<file path="src/lcdseq_pkg.sv">
`default_nettype none

package lcdseq_pkg;

  localparam int unsigned WAIT_W = 16;
  localparam int unsigned BYTE_W = 8;
  localparam int unsigned NIB_W  = 4;
  localparam int unsigned IDX_W  = 4;

  typedef enum logic [1:0] {
    OP_DATA   = 2'd0,
    OP_CMD    = 2'd1,
    OP_CURSOR = 2'd2,
    OP_INIT   = 2'd3
  } op_e;

  typedef enum logic [2:0] {
    CFG_SHORT_WAIT   = 3'd0,
    CFG_LONG_WAIT    = 3'd1,
    CFG_POWER_WAIT   = 3'd2,
    CFG_INIT1_WAIT   = 3'd3,
    CFG_INIT2_WAIT   = 3'd4,
    CFG_FUNC_SET     = 3'd5,
    CFG_DISPLAY      = 3'd6,
    CFG_ENTRY        = 3'd7
  } cfg_reg_e;

  localparam logic [WAIT_W-1:0] RST_SHORT_WAIT = 16'd40;
  localparam logic [WAIT_W-1:0] RST_LONG_WAIT  = 16'd1640;
  localparam logic [WAIT_W-1:0] RST_POWER_WAIT = 16'd15000;
  localparam logic [WAIT_W-1:0] RST_INIT1_WAIT = 16'd5000;
  localparam logic [WAIT_W-1:0] RST_INIT2_WAIT = 16'd100;
  localparam logic [BYTE_W-1:0] RST_FUNC_SET   = 8'd40;
  localparam logic [BYTE_W-1:0] RST_DISPLAY    = 8'd12;
  localparam logic [BYTE_W-1:0] RST_ENTRY      = 8'd6;

  localparam logic [BYTE_W-1:0] CLEAR_CMD       = 8'h01;
  localparam logic [BYTE_W-1:0] HOME_CMD        = 8'h02;
  localparam logic [NIB_W-1:0]  INIT_NIBBLE     = 4'h3;
  localparam logic [NIB_W-1:0]  FOUR_BIT_NIBBLE = 4'h2;

  localparam logic [IDX_W-1:0] BYTE_LAST_IDX = 4'd1;
  localparam logic [IDX_W-1:0] INIT_LAST_IDX = 4'd13;

  typedef struct packed {
    logic [1:0]        operation;
    logic [BYTE_W-1:0] byte_value;
    logic [BYTE_W-1:0] column;
    logic [1:0]        row;
  } lcd_req_t;

  typedef struct packed {
    logic              select_level;
    logic [NIB_W-1:0]  nibble;
    logic [WAIT_W-1:0] wait_before;
    logic [WAIT_W-1:0] wait_after;
    logic              last;
  } lcd_strobe_t;

  typedef struct packed {
    logic [WAIT_W-1:0] short_wait;
    logic [WAIT_W-1:0] long_wait;
    logic [WAIT_W-1:0] power_on_wait;
    logic [WAIT_W-1:0] init_first_wait;
    logic [WAIT_W-1:0] init_second_wait;
    logic [BYTE_W-1:0] function_set_byte;
    logic [BYTE_W-1:0] display_byte;
    logic [BYTE_W-1:0] entry_byte;
  } lcd_cfg_t;

  function automatic logic [BYTE_W-1:0] row_base(input logic [1:0] row);
    logic [BYTE_W-1:0] base;
    unique case (row)
      2'd0:    base = 8'h80;
      2'd1:    base = 8'hC0;
      2'd2:    base = 8'h94;
      default: base = 8'hD4;
    endcase
    return base;
  endfunction

endpackage

`default_nettype wire

</file>
<file path="src/lcdseq_cfg_regs.sv">
`default_nettype none

module lcdseq_cfg_regs (
  input  wire logic                           clk,
  input  wire logic                           rst_n,
  input  wire logic                           cfg_we,
  input  wire lcdseq_pkg::cfg_reg_e           cfg_index,
  input  wire logic [lcdseq_pkg::WAIT_W-1:0]  cfg_wdata,
  output lcdseq_pkg::lcd_cfg_t                cfg
);
  import lcdseq_pkg::*;

  lcd_cfg_t cfg_r;
  lcd_cfg_t cfg_nxt;

  always_comb begin
    cfg_nxt = cfg_r;
    if (cfg_we) begin
      unique case (cfg_index)
        CFG_SHORT_WAIT: cfg_nxt.short_wait        = cfg_wdata;
        CFG_LONG_WAIT:  cfg_nxt.long_wait         = cfg_wdata;
        CFG_POWER_WAIT: cfg_nxt.power_on_wait     = cfg_wdata;
        CFG_INIT1_WAIT: cfg_nxt.init_first_wait   = cfg_wdata;
        CFG_INIT2_WAIT: cfg_nxt.init_second_wait  = cfg_wdata;
        CFG_FUNC_SET:   cfg_nxt.function_set_byte = cfg_wdata[BYTE_W-1:0];
        CFG_DISPLAY:    cfg_nxt.display_byte      = cfg_wdata[BYTE_W-1:0];
        CFG_ENTRY:      cfg_nxt.entry_byte        = cfg_wdata[BYTE_W-1:0];
        default:        cfg_nxt = cfg_r;
      endcase
    end
  end

  always_ff @(posedge clk) begin
    if (!rst_n) begin
      cfg_r.short_wait        <= RST_SHORT_WAIT;
      cfg_r.long_wait         <= RST_LONG_WAIT;
      cfg_r.power_on_wait     <= RST_POWER_WAIT;
      cfg_r.init_first_wait   <= RST_INIT1_WAIT;
      cfg_r.init_second_wait  <= RST_INIT2_WAIT;
      cfg_r.function_set_byte <= RST_FUNC_SET;
      cfg_r.display_byte      <= RST_DISPLAY;
      cfg_r.entry_byte        <= RST_ENTRY;
    end else begin
      cfg_r <= cfg_nxt;
    end
  end

  assign cfg = cfg_r;

endmodule

`default_nettype wire

</file>
<file path="src/lcdseq_strobe_gen.sv">
`default_nettype none

module lcdseq_strobe_gen (
  input  lcdseq_pkg::lcd_req_t                req,
  input  wire logic [lcdseq_pkg::IDX_W-1:0]   idx,
  input  lcdseq_pkg::lcd_cfg_t                cfg,
  output lcdseq_pkg::lcd_strobe_t             strobe
);
  import lcdseq_pkg::*;

  logic [BYTE_W-1:0] byte_sel;
  logic [BYTE_W-1:0] cursor_addr;
  logic [BYTE_W-1:0] init_cmd;
  logic [WAIT_W-1:0] cmd_wait;
  logic              high_half;

  assign cursor_addr = row_base(req.row) + req.column;
  assign high_half   = ~idx[0];

  // two strobes per command byte of the init sequence, from strobe four on
  always_comb begin
    unique case (idx[3:1])
      3'd2:    init_cmd = cfg.function_set_byte;
      3'd3:    init_cmd = cfg.display_byte;
      3'd4:    init_cmd = cfg.entry_byte;
      3'd5:    init_cmd = CLEAR_CMD;
      default: init_cmd = HOME_CMD;
    endcase
  end

  always_comb begin
    unique case (op_e'(req.operation))
      OP_DATA:   byte_sel = req.byte_value;
      OP_CMD:    byte_sel = req.byte_value;
      OP_CURSOR: byte_sel = cursor_addr;
      default:   byte_sel = init_cmd;
    endcase
  end

  // clear and home need the long wait; cursor moves never do
  assign cmd_wait = (byte_sel <= HOME_CMD) ? cfg.long_wait : cfg.short_wait;

  always_comb begin
    strobe.select_level = 1'b0;
    strobe.nibble       = high_half ? byte_sel[7:4] : byte_sel[3:0];
    strobe.wait_before  = '0;
    strobe.wait_after   = high_half ? '0 : cfg.short_wait;
    strobe.last         = (idx == BYTE_LAST_IDX);
    unique case (op_e'(req.operation))
      OP_DATA: begin
        strobe.select_level = 1'b1;
      end
      OP_CMD: begin
        strobe.wait_after = high_half ? '0 : cmd_wait;
      end
      OP_CURSOR: begin
      end
      default: begin
        strobe.last = (idx == INIT_LAST_IDX);
        priority case (idx)
          4'd0: begin
            strobe.nibble      = INIT_NIBBLE;
            strobe.wait_before = cfg.power_on_wait;
            strobe.wait_after  = cfg.init_first_wait;
          end
          4'd1: begin
            strobe.nibble     = INIT_NIBBLE;
            strobe.wait_after = cfg.init_second_wait;
          end
          4'd2: begin
            strobe.nibble     = INIT_NIBBLE;
            strobe.wait_after = cfg.short_wait;
          end
          4'd3: begin
            strobe.nibble     = FOUR_BIT_NIBBLE;
            strobe.wait_after = cfg.short_wait;
          end
          default: begin
            strobe.wait_after = high_half ? '0 : cmd_wait;
          end
        endcase
      end
    endcase
  end

endmodule

`default_nettype wire

</file>
<file path="src/char_lcd_nibble_write_sequencer.sv">
`default_nettype none
// The request is registered, and each strobe formed from it is registered again
// before it appears on out_data. Throughput: one strobe per cycle; byte requests give 2
// strobes, init 14, set by the strobe index counter that walks the request register.
// The next request is taken in the cycle that forms the current last strobe.
// Synchronous active-low reset drops the active request and the output
// strobe and loads the configuration registers with their defaults.

module char_lcd_nibble_write_sequencer (
  input  wire logic                           clk,
  input  wire logic                           rst_n,
  input  wire logic                           start,
  output logic                                busy,
  input  lcdseq_pkg::lcd_req_t                in_req,
  output logic                                out_valid,
  output lcdseq_pkg::lcd_strobe_t             out_data,
  input  wire logic                           cfg_we,
  input  wire lcdseq_pkg::cfg_reg_e           cfg_index,
  input  wire logic [lcdseq_pkg::WAIT_W-1:0]  cfg_wdata
);
  import lcdseq_pkg::*;

  lcd_cfg_t          cfg;
  lcd_req_t          req_r;
  logic [IDX_W-1:0]  idx_r;
  logic [IDX_W-1:0]  idx_nxt;
  logic              active_r;
  logic              active_nxt;
  lcd_strobe_t       strobe;
  lcd_strobe_t       out_data_r;
  logic              out_valid_r;
  logic              accept;

  lcdseq_cfg_regs u_cfg (
    .clk       (clk),
    .rst_n     (rst_n),
    .cfg_we    (cfg_we),
    .cfg_index (cfg_index),
    .cfg_wdata (cfg_wdata),
    .cfg       (cfg)
  );

  lcdseq_strobe_gen u_gen (
    .req    (req_r),
    .idx    (idx_r),
    .cfg    (cfg),
    .strobe (strobe)
  );

  assign busy   = active_r & ~strobe.last;
  assign accept = start & ~busy;

  always_comb begin
    idx_nxt    = idx_r + 1'b1;
    active_nxt = active_r;
    if (accept) begin
      idx_nxt    = '0;
      active_nxt = 1'b1;
    end else if (active_r && strobe.last) begin
      active_nxt = 1'b0;
    end else if (!active_r) begin
      idx_nxt = idx_r;
    end
  end

  always_ff @(posedge clk) begin
    if (!rst_n) begin
      active_r    <= 1'b0;
      idx_r       <= '0;
      out_valid_r <= 1'b0;
    end else begin
      active_r    <= active_nxt;
      idx_r       <= idx_nxt;
      out_valid_r <= active_r;
    end
  end

  // payload: hold request while walking it, capture each strobe
  always_ff @(posedge clk) begin
    if (accept) begin
      req_r <= in_req;
    end
    out_data_r <= strobe;
  end

  assign out_valid = out_valid_r;
  assign out_data  = out_data_r;

endmodule

`default_nettype wire

</file>
<file path="config.mk">
export PLATFORM = sky130hd
export DESIGN_NAME = char_lcd_nibble_write_sequencer
export DESIGN_NICKNAME = d
export VERILOG_FILES = /design/src/lcdseq_pkg.sv /design/src/lcdseq_cfg_regs.sv /design/src/lcdseq_strobe_gen.sv /design/src/char_lcd_nibble_write_sequencer.sv
export SDC_FILE = /design/constraint.sdc
export NUM_CORES = 1
export LEC_CHECK = 0
export ABC_AREA = 1
export ABC_CLOCK_PERIOD_IN_PS = 3500
export BUFFER_PORTS_ARGS = -buffer_cell sky130_fd_sc_hd__buf_2
export CORE_MARGIN = 10
export CORE_UTILIZATION = 60
export CTS_CLUSTER_DIAMETER = 100
export CTS_CLUSTER_SIZE = 28
export DETAILED_ROUTE_END_ITERATION = 10
export HOLD_SLACK_MARGIN = 0.03
export PLACE_DENSITY = 0.82
export SETUP_SLACK_MARGIN = 0.05
export SYNTH_ARGS = -nofsm -noshare
export SYNTH_HDL_FRONTEND = slang
export SYNTH_SLANG_ARGS = --single-unit
</file>
<file path="constraint.sdc">
create_clock -name clk -period 3.5 [get_ports clk]
set_input_delay 0.875 -clock clk [delete_from_list [all_inputs] [get_ports clk]]
set_output_delay 0.875 -clock clk [all_outputs]
set_load 0.01 [all_outputs]
</file>
# --- Word level (Yosys, flattened, before mapping) ---
# Index checks and enable logic that the tools add are counted.
totals:
  ff_bits: 168
  out_inout_bits: 40
op_classes:
  n_addsub: 2
  magnitude_cmp: 1
  eq_ne: 19
  mux: 18
  bitwise_logic: 6
  reduce_logical: 22
ops:
  columns: ["cell", "n"]
  rows:
  - ["two-way mux 16 bit", 4]
  - ["one-hot mux 16 bit (3 select lines)", 1]
  - ["one-hot mux 16 bit (2 select lines)", 1]
  - ["one-hot mux 8 bit (4 select lines)", 1]
  - ["one-hot mux 7 bit (3 select lines)", 1]
  - ["two-way mux 20 bit", 1]
  - ["== test 3 bit, second input constant", 6]
  - ["one-hot mux 8 bit (2 select lines)", 1]
  - ["AND reduction 2 bit", 8]
  - ["== test 3 x 2 -> 1 bit, second input constant", 4]
  - ["two-way mux 4 bit", 3]
  - ["adder 8 bit", 1]
  - ["== test 4 x 2 -> 1 bit, second input constant", 2]
  - ["<= comparator 8 x 2 -> 1 bit, second input constant", 1]
  - ["one-hot mux 4 bit (2 select lines)", 1]
  - ["OR reduction 2 bit", 4]
  - ["OR reduction 3 bit", 2]
  - ["adder 4 x 1 -> 4 bit, second input constant", 1]
  - ["== test 2 x 1 -> 1 bit, second input constant", 2]
  - ["== test 2 bit, second input constant", 2]
  - ["== test 4 x 1 -> 1 bit, second input constant", 1]
  - ["== test 4 bit, second input constant", 1]
  - ["zero test 2 bit", 2]
  - ["zero test 4 bit", 1]
  - ["other kinds (8)", 16]

# --- Logic depth before layout (Yosys ltp) ---
depth:
  depth_word: 9
  ltp_mapped: 16
  ltp_nobuf: 14

# --- Modules after synthesis ---
# A second synthesis with hierarchy kept.
hier_totals:
  hier_cells: 1097
  hier_area_um2: 7746.2
modules_own_cells:
  columns: ["mod", "n_inst", "cells_each", "area_per_inst_um2"]
  rows:
  - ["lcdseq_cfg_regs", 1, 571, 4031.4]
  - ["lcdseq_strobe_gen", 1, 433, 2090.8]
  - ["char_lcd_nibble_write_sequencer", 1, 93, 1624.1]

# --- Least setup slack after synthesis ---
# Ideal clock, no wire load.
synth_path:
  kind: "reg-to-output"
  from: "register req_r[18] in the netlist's numbering"
  to: "output busy"
  arrival_time_ps: 1308
  setup_slack_ps: 1317
  stages_incl_launch_ff: 6
  path_cell_list: "edfxtp_1 > ha_1 > inv_2 > buf_2 > a211oi_1 > nor2_1"
synth_lines:
  columns: ["element", "line", "text"]
  rows:
  - ["start: declaration", "char_lcd_nibble_write_sequencer.sv:24", "lcd_req_t req_r;"]
  - ["start signal: assignment", "char_lcd_nibble_write_sequencer.sv:81", "req_r <= in_req;"]
  - ["end: declaration", "char_lcd_nibble_write_sequencer.sv:13", "output logic busy,"]

==> flow_summary.toml <==
[outcome]
outcome = "finished clean"

[hold_path]
hold_class = "reg2reg"
hold_start = "u_cfg.cfg[62]"
min_path_cells = 2
min_to = "out_data[23]"

[detailed_routing]
drc = 0
routed_wirelength_mm = 17.2
first_iter_violations = 857
via_count = 6040
drt-wirelength-per-cell_um = 15.5
viasPerCell = 5.47
postRouteAntennaNets = 0
dr.pass1.iters = 5

[worst_setup_path]
arrival_ns = 2.08
required_ns = 2.62
critical_path_buf_inv_count = 2
crit_family = "buffers and inverters"
max_stage_delay_ns = 0.43
r2r_start = "req_r[18]"
worstRegToRegCells = 8
crit_path_start_kind = "flip-flop"
crit_type = "reg2out"
crit_chain = "ha_1 > inv_2 > a21oi_1 > a211oi_1 > nor2_1 > buf_2"
path_max_fanout = 25
end_kind = "output port"
crit_slowest_cell = "edfxtp_1"
worstReg2RegEnd = "req_r[15]"
rrSetupSlack_ns = 0.93

[synthesis]
synth_top_area_share_pct = 41.6
synth-seq-cells = 168
syn_area_per_cell_sq_um = 8.06
seq_area_frac_synth_pct = 50.0
netlist_area_sq_um = 7130
synth_cell_types = 40
netlist_top_cells_area = "dfxtp_1 (42%), edfxtp_1 (8.4%), nand2_1 (8.0%), nor2_1 (6.5%), o21ai_0 (5.5%)"
synth_edf_count = 20
yosys.area.top_type = "dfxtp_1"
synth_warnings = 0
synthArstFlopShare_pct = 0
synthFlopType = "dfxtp_1"
synth_cells = 885
syn-num-nets = 940

[floorplanning]
die_y_um = 129
row_count = 39
initial_core_util_pct = 61.9
core_area_sq_um = 11500
die-area_sq_um = 16600
ios = 83
die_x_um = 129

[global_route]
grt_pass1_wl_mm = 28.2
grt_max_degree = 72
overflow = 0
antenna_found_initial = 0
grt_use_total_pct = 21.2
grt_pass1_vias = 5583

[placed_design]
gp_congestion = 0.873
placed_cell_area_sq_um = 7580
io_buffer_count = 82
hpwl_mm = 12.0

[timing]
rsz0062_at_grt = "no"
fin_skew_ns = 0.0101
setup_viol = 0
period_minus_slack_ns = 2.96
maxSlewViolCount = 0
setup_tns_ns = 0
worstMarginPinSlew_ns = 0.960
max_freq_ghz = 0.338
finalHoldViolCount = 0
min_period_over_period_pct = 84.5
slew_headroom_pct = 35.8

[clock_tree]
cts_resized = 0
clock_sinks = 168
clk_pin_slew_ns = 0.07
cts_buffer_depth = 2
htreeDepth = 4
postCtsSetupBuffers = 0
clockRootBuffer = "clkbuf_16"
hold_buffers = 0
cts_tree = "done"
numCtsBuffers = 17
clk_latency_ns = 0.43

[layout]
synthToLayoutAreaGrowth_pct = 14.6
diodes = 0
final_cell_area_sq_um = 8170
nets = 1004
drive_gt1_share_pct = 17.9

[power]
power.leakage_nw = 3.67
ir_worst_vdd_v = 0.000333
power_density_nw_per_um2 = 534

[flow_run]
cap_violations = 0
-- state kept, by name, indices dropped and copies added (netlist names) --
signal	cells
active_r	1
idx_r	4
out_data	38
out_valid	1
req_r	20
u_cfg.cfg	104
-- final cells by class --
class                      count  area, sq um
clock buffer                  18          450
timing repair buffer          91          490
inverter                      94          357
multi-input combinational    577         2990
tap                          143          179
clock inverter                14          136
sequential                   168         3560
fill                         915         3350
-- worst min-delay path, stage by stage, from the launching register on --
cell and delay, ns:
dfxtp_1 0.30, inv_1 0.06, nor2_1 0.04
-- through the flow --
| step | instances | power [mW] | setup slack [ns] | utilization (%) | hold WS (ns) |
|---|---|---|---|---|---|
| after global routing | 1105 | 4.52 | 0.394 | 70.9 | 0.454 |
| after CTS | 1105 | 4.38 | 0.546 | 70.9 | 0.438 |
| after global placement | 1073 | 2.55 | 0.984 | 65.8 | 0.428 |
| after detailed placement | 1073 | 2.56 | 0.949 | 65.8 | 0.430 |
| final | 1105 | 4.36 | 0.544 | 70.9 | 0.440 |
| after floorplan | 885 | 2.41 | 1.32 | - | 0.416 |
-- synthesized netlist by cell type (13+ instances only) --
cell / count
o21ai_0: 79
o211ai_1: 31
nand2_1: 152
inv_1: 83
dfxtp_1: 148
a32oi_1: 16
nand3_1: 56
nor2_1: 124
nand2_2: 13
clkbuf_1: 34
edfxtp_1: 20
a21oi_1: 49
-- where the power goes --
part           switching (mW)  total, mW  internal, mW
Clock                   0.803       1.84          1.04
Combinational           0.298      0.440         0.142
Sequential             0.0369       2.08          2.04
Total                    1.14       4.36          3.22
-- cell families (layout without fill, tap and decap cells) --
family                   count (synthesis)  after routing  synth area share, %
buffers and inverters                  140            217                 8.04
AO/OA/AOI/OAI                          187            187                 15.8
flip-flops                             168            168                 50.0
adder cells (fa/ha/maj)                 12             12                 2.11
XOR/XNOR                                 1              1                0.123
AND/OR/NAND/NOR                        377            377                 23.9
-- routing by layer --
metal | track usage (%) | vias to the layer above | part of all wire (%)
met4 | 7.49 | 0 | 1.9
met2 | 30.5 | 228 | 42
met3 | 5.05 | 26 | 8.8
met1 | 30.3 | 2730 | 47
li1 | - | 3056 | -
met5 | 0 | - | 0
-- placed cells by master, fill, tap and decap left out, types with 6 or more instances in the layout --
cell       synthesis  final
o211ai_1          31     31
nand3_2           12     12
nor2_1           124    124
nand2_2           13     13
buf_2              4     82
a32oi_1           16     16
nor2_4             6      6
dfxtp_1          148    148
edfxtp_1          20     20
o21ai_0           79     79
buf_4              3      8
inv_1             83     83
nand3_1           56     56
a21oi_1           49     49
nand2_1          152    152
nand4_1            7      7
clkbuf_16          0     18
ha_1              12     12
-- worst max path at each step --
| stage | slack (ns) | endpoint | cells after the start | startpoint |
|---|---|---|---|---|
| after floorplan | 1.32 | busy | 5 | req_r[18] |
| after global placement | 0.98 | u_cfg.cfg[99] | 7 | cfg_index[1] |
| after detailed placement | 0.95 | u_cfg.cfg[89] | 7 | cfg_index[1] |
| after CTS | 0.55 | busy | 6 | req_r[18] |
| after global routing | 0.39 | busy | 6 | req_r[18] |
| final | 0.54 | busy | 6 | req_r[18] |
Power figures use the tool's default switching activity.
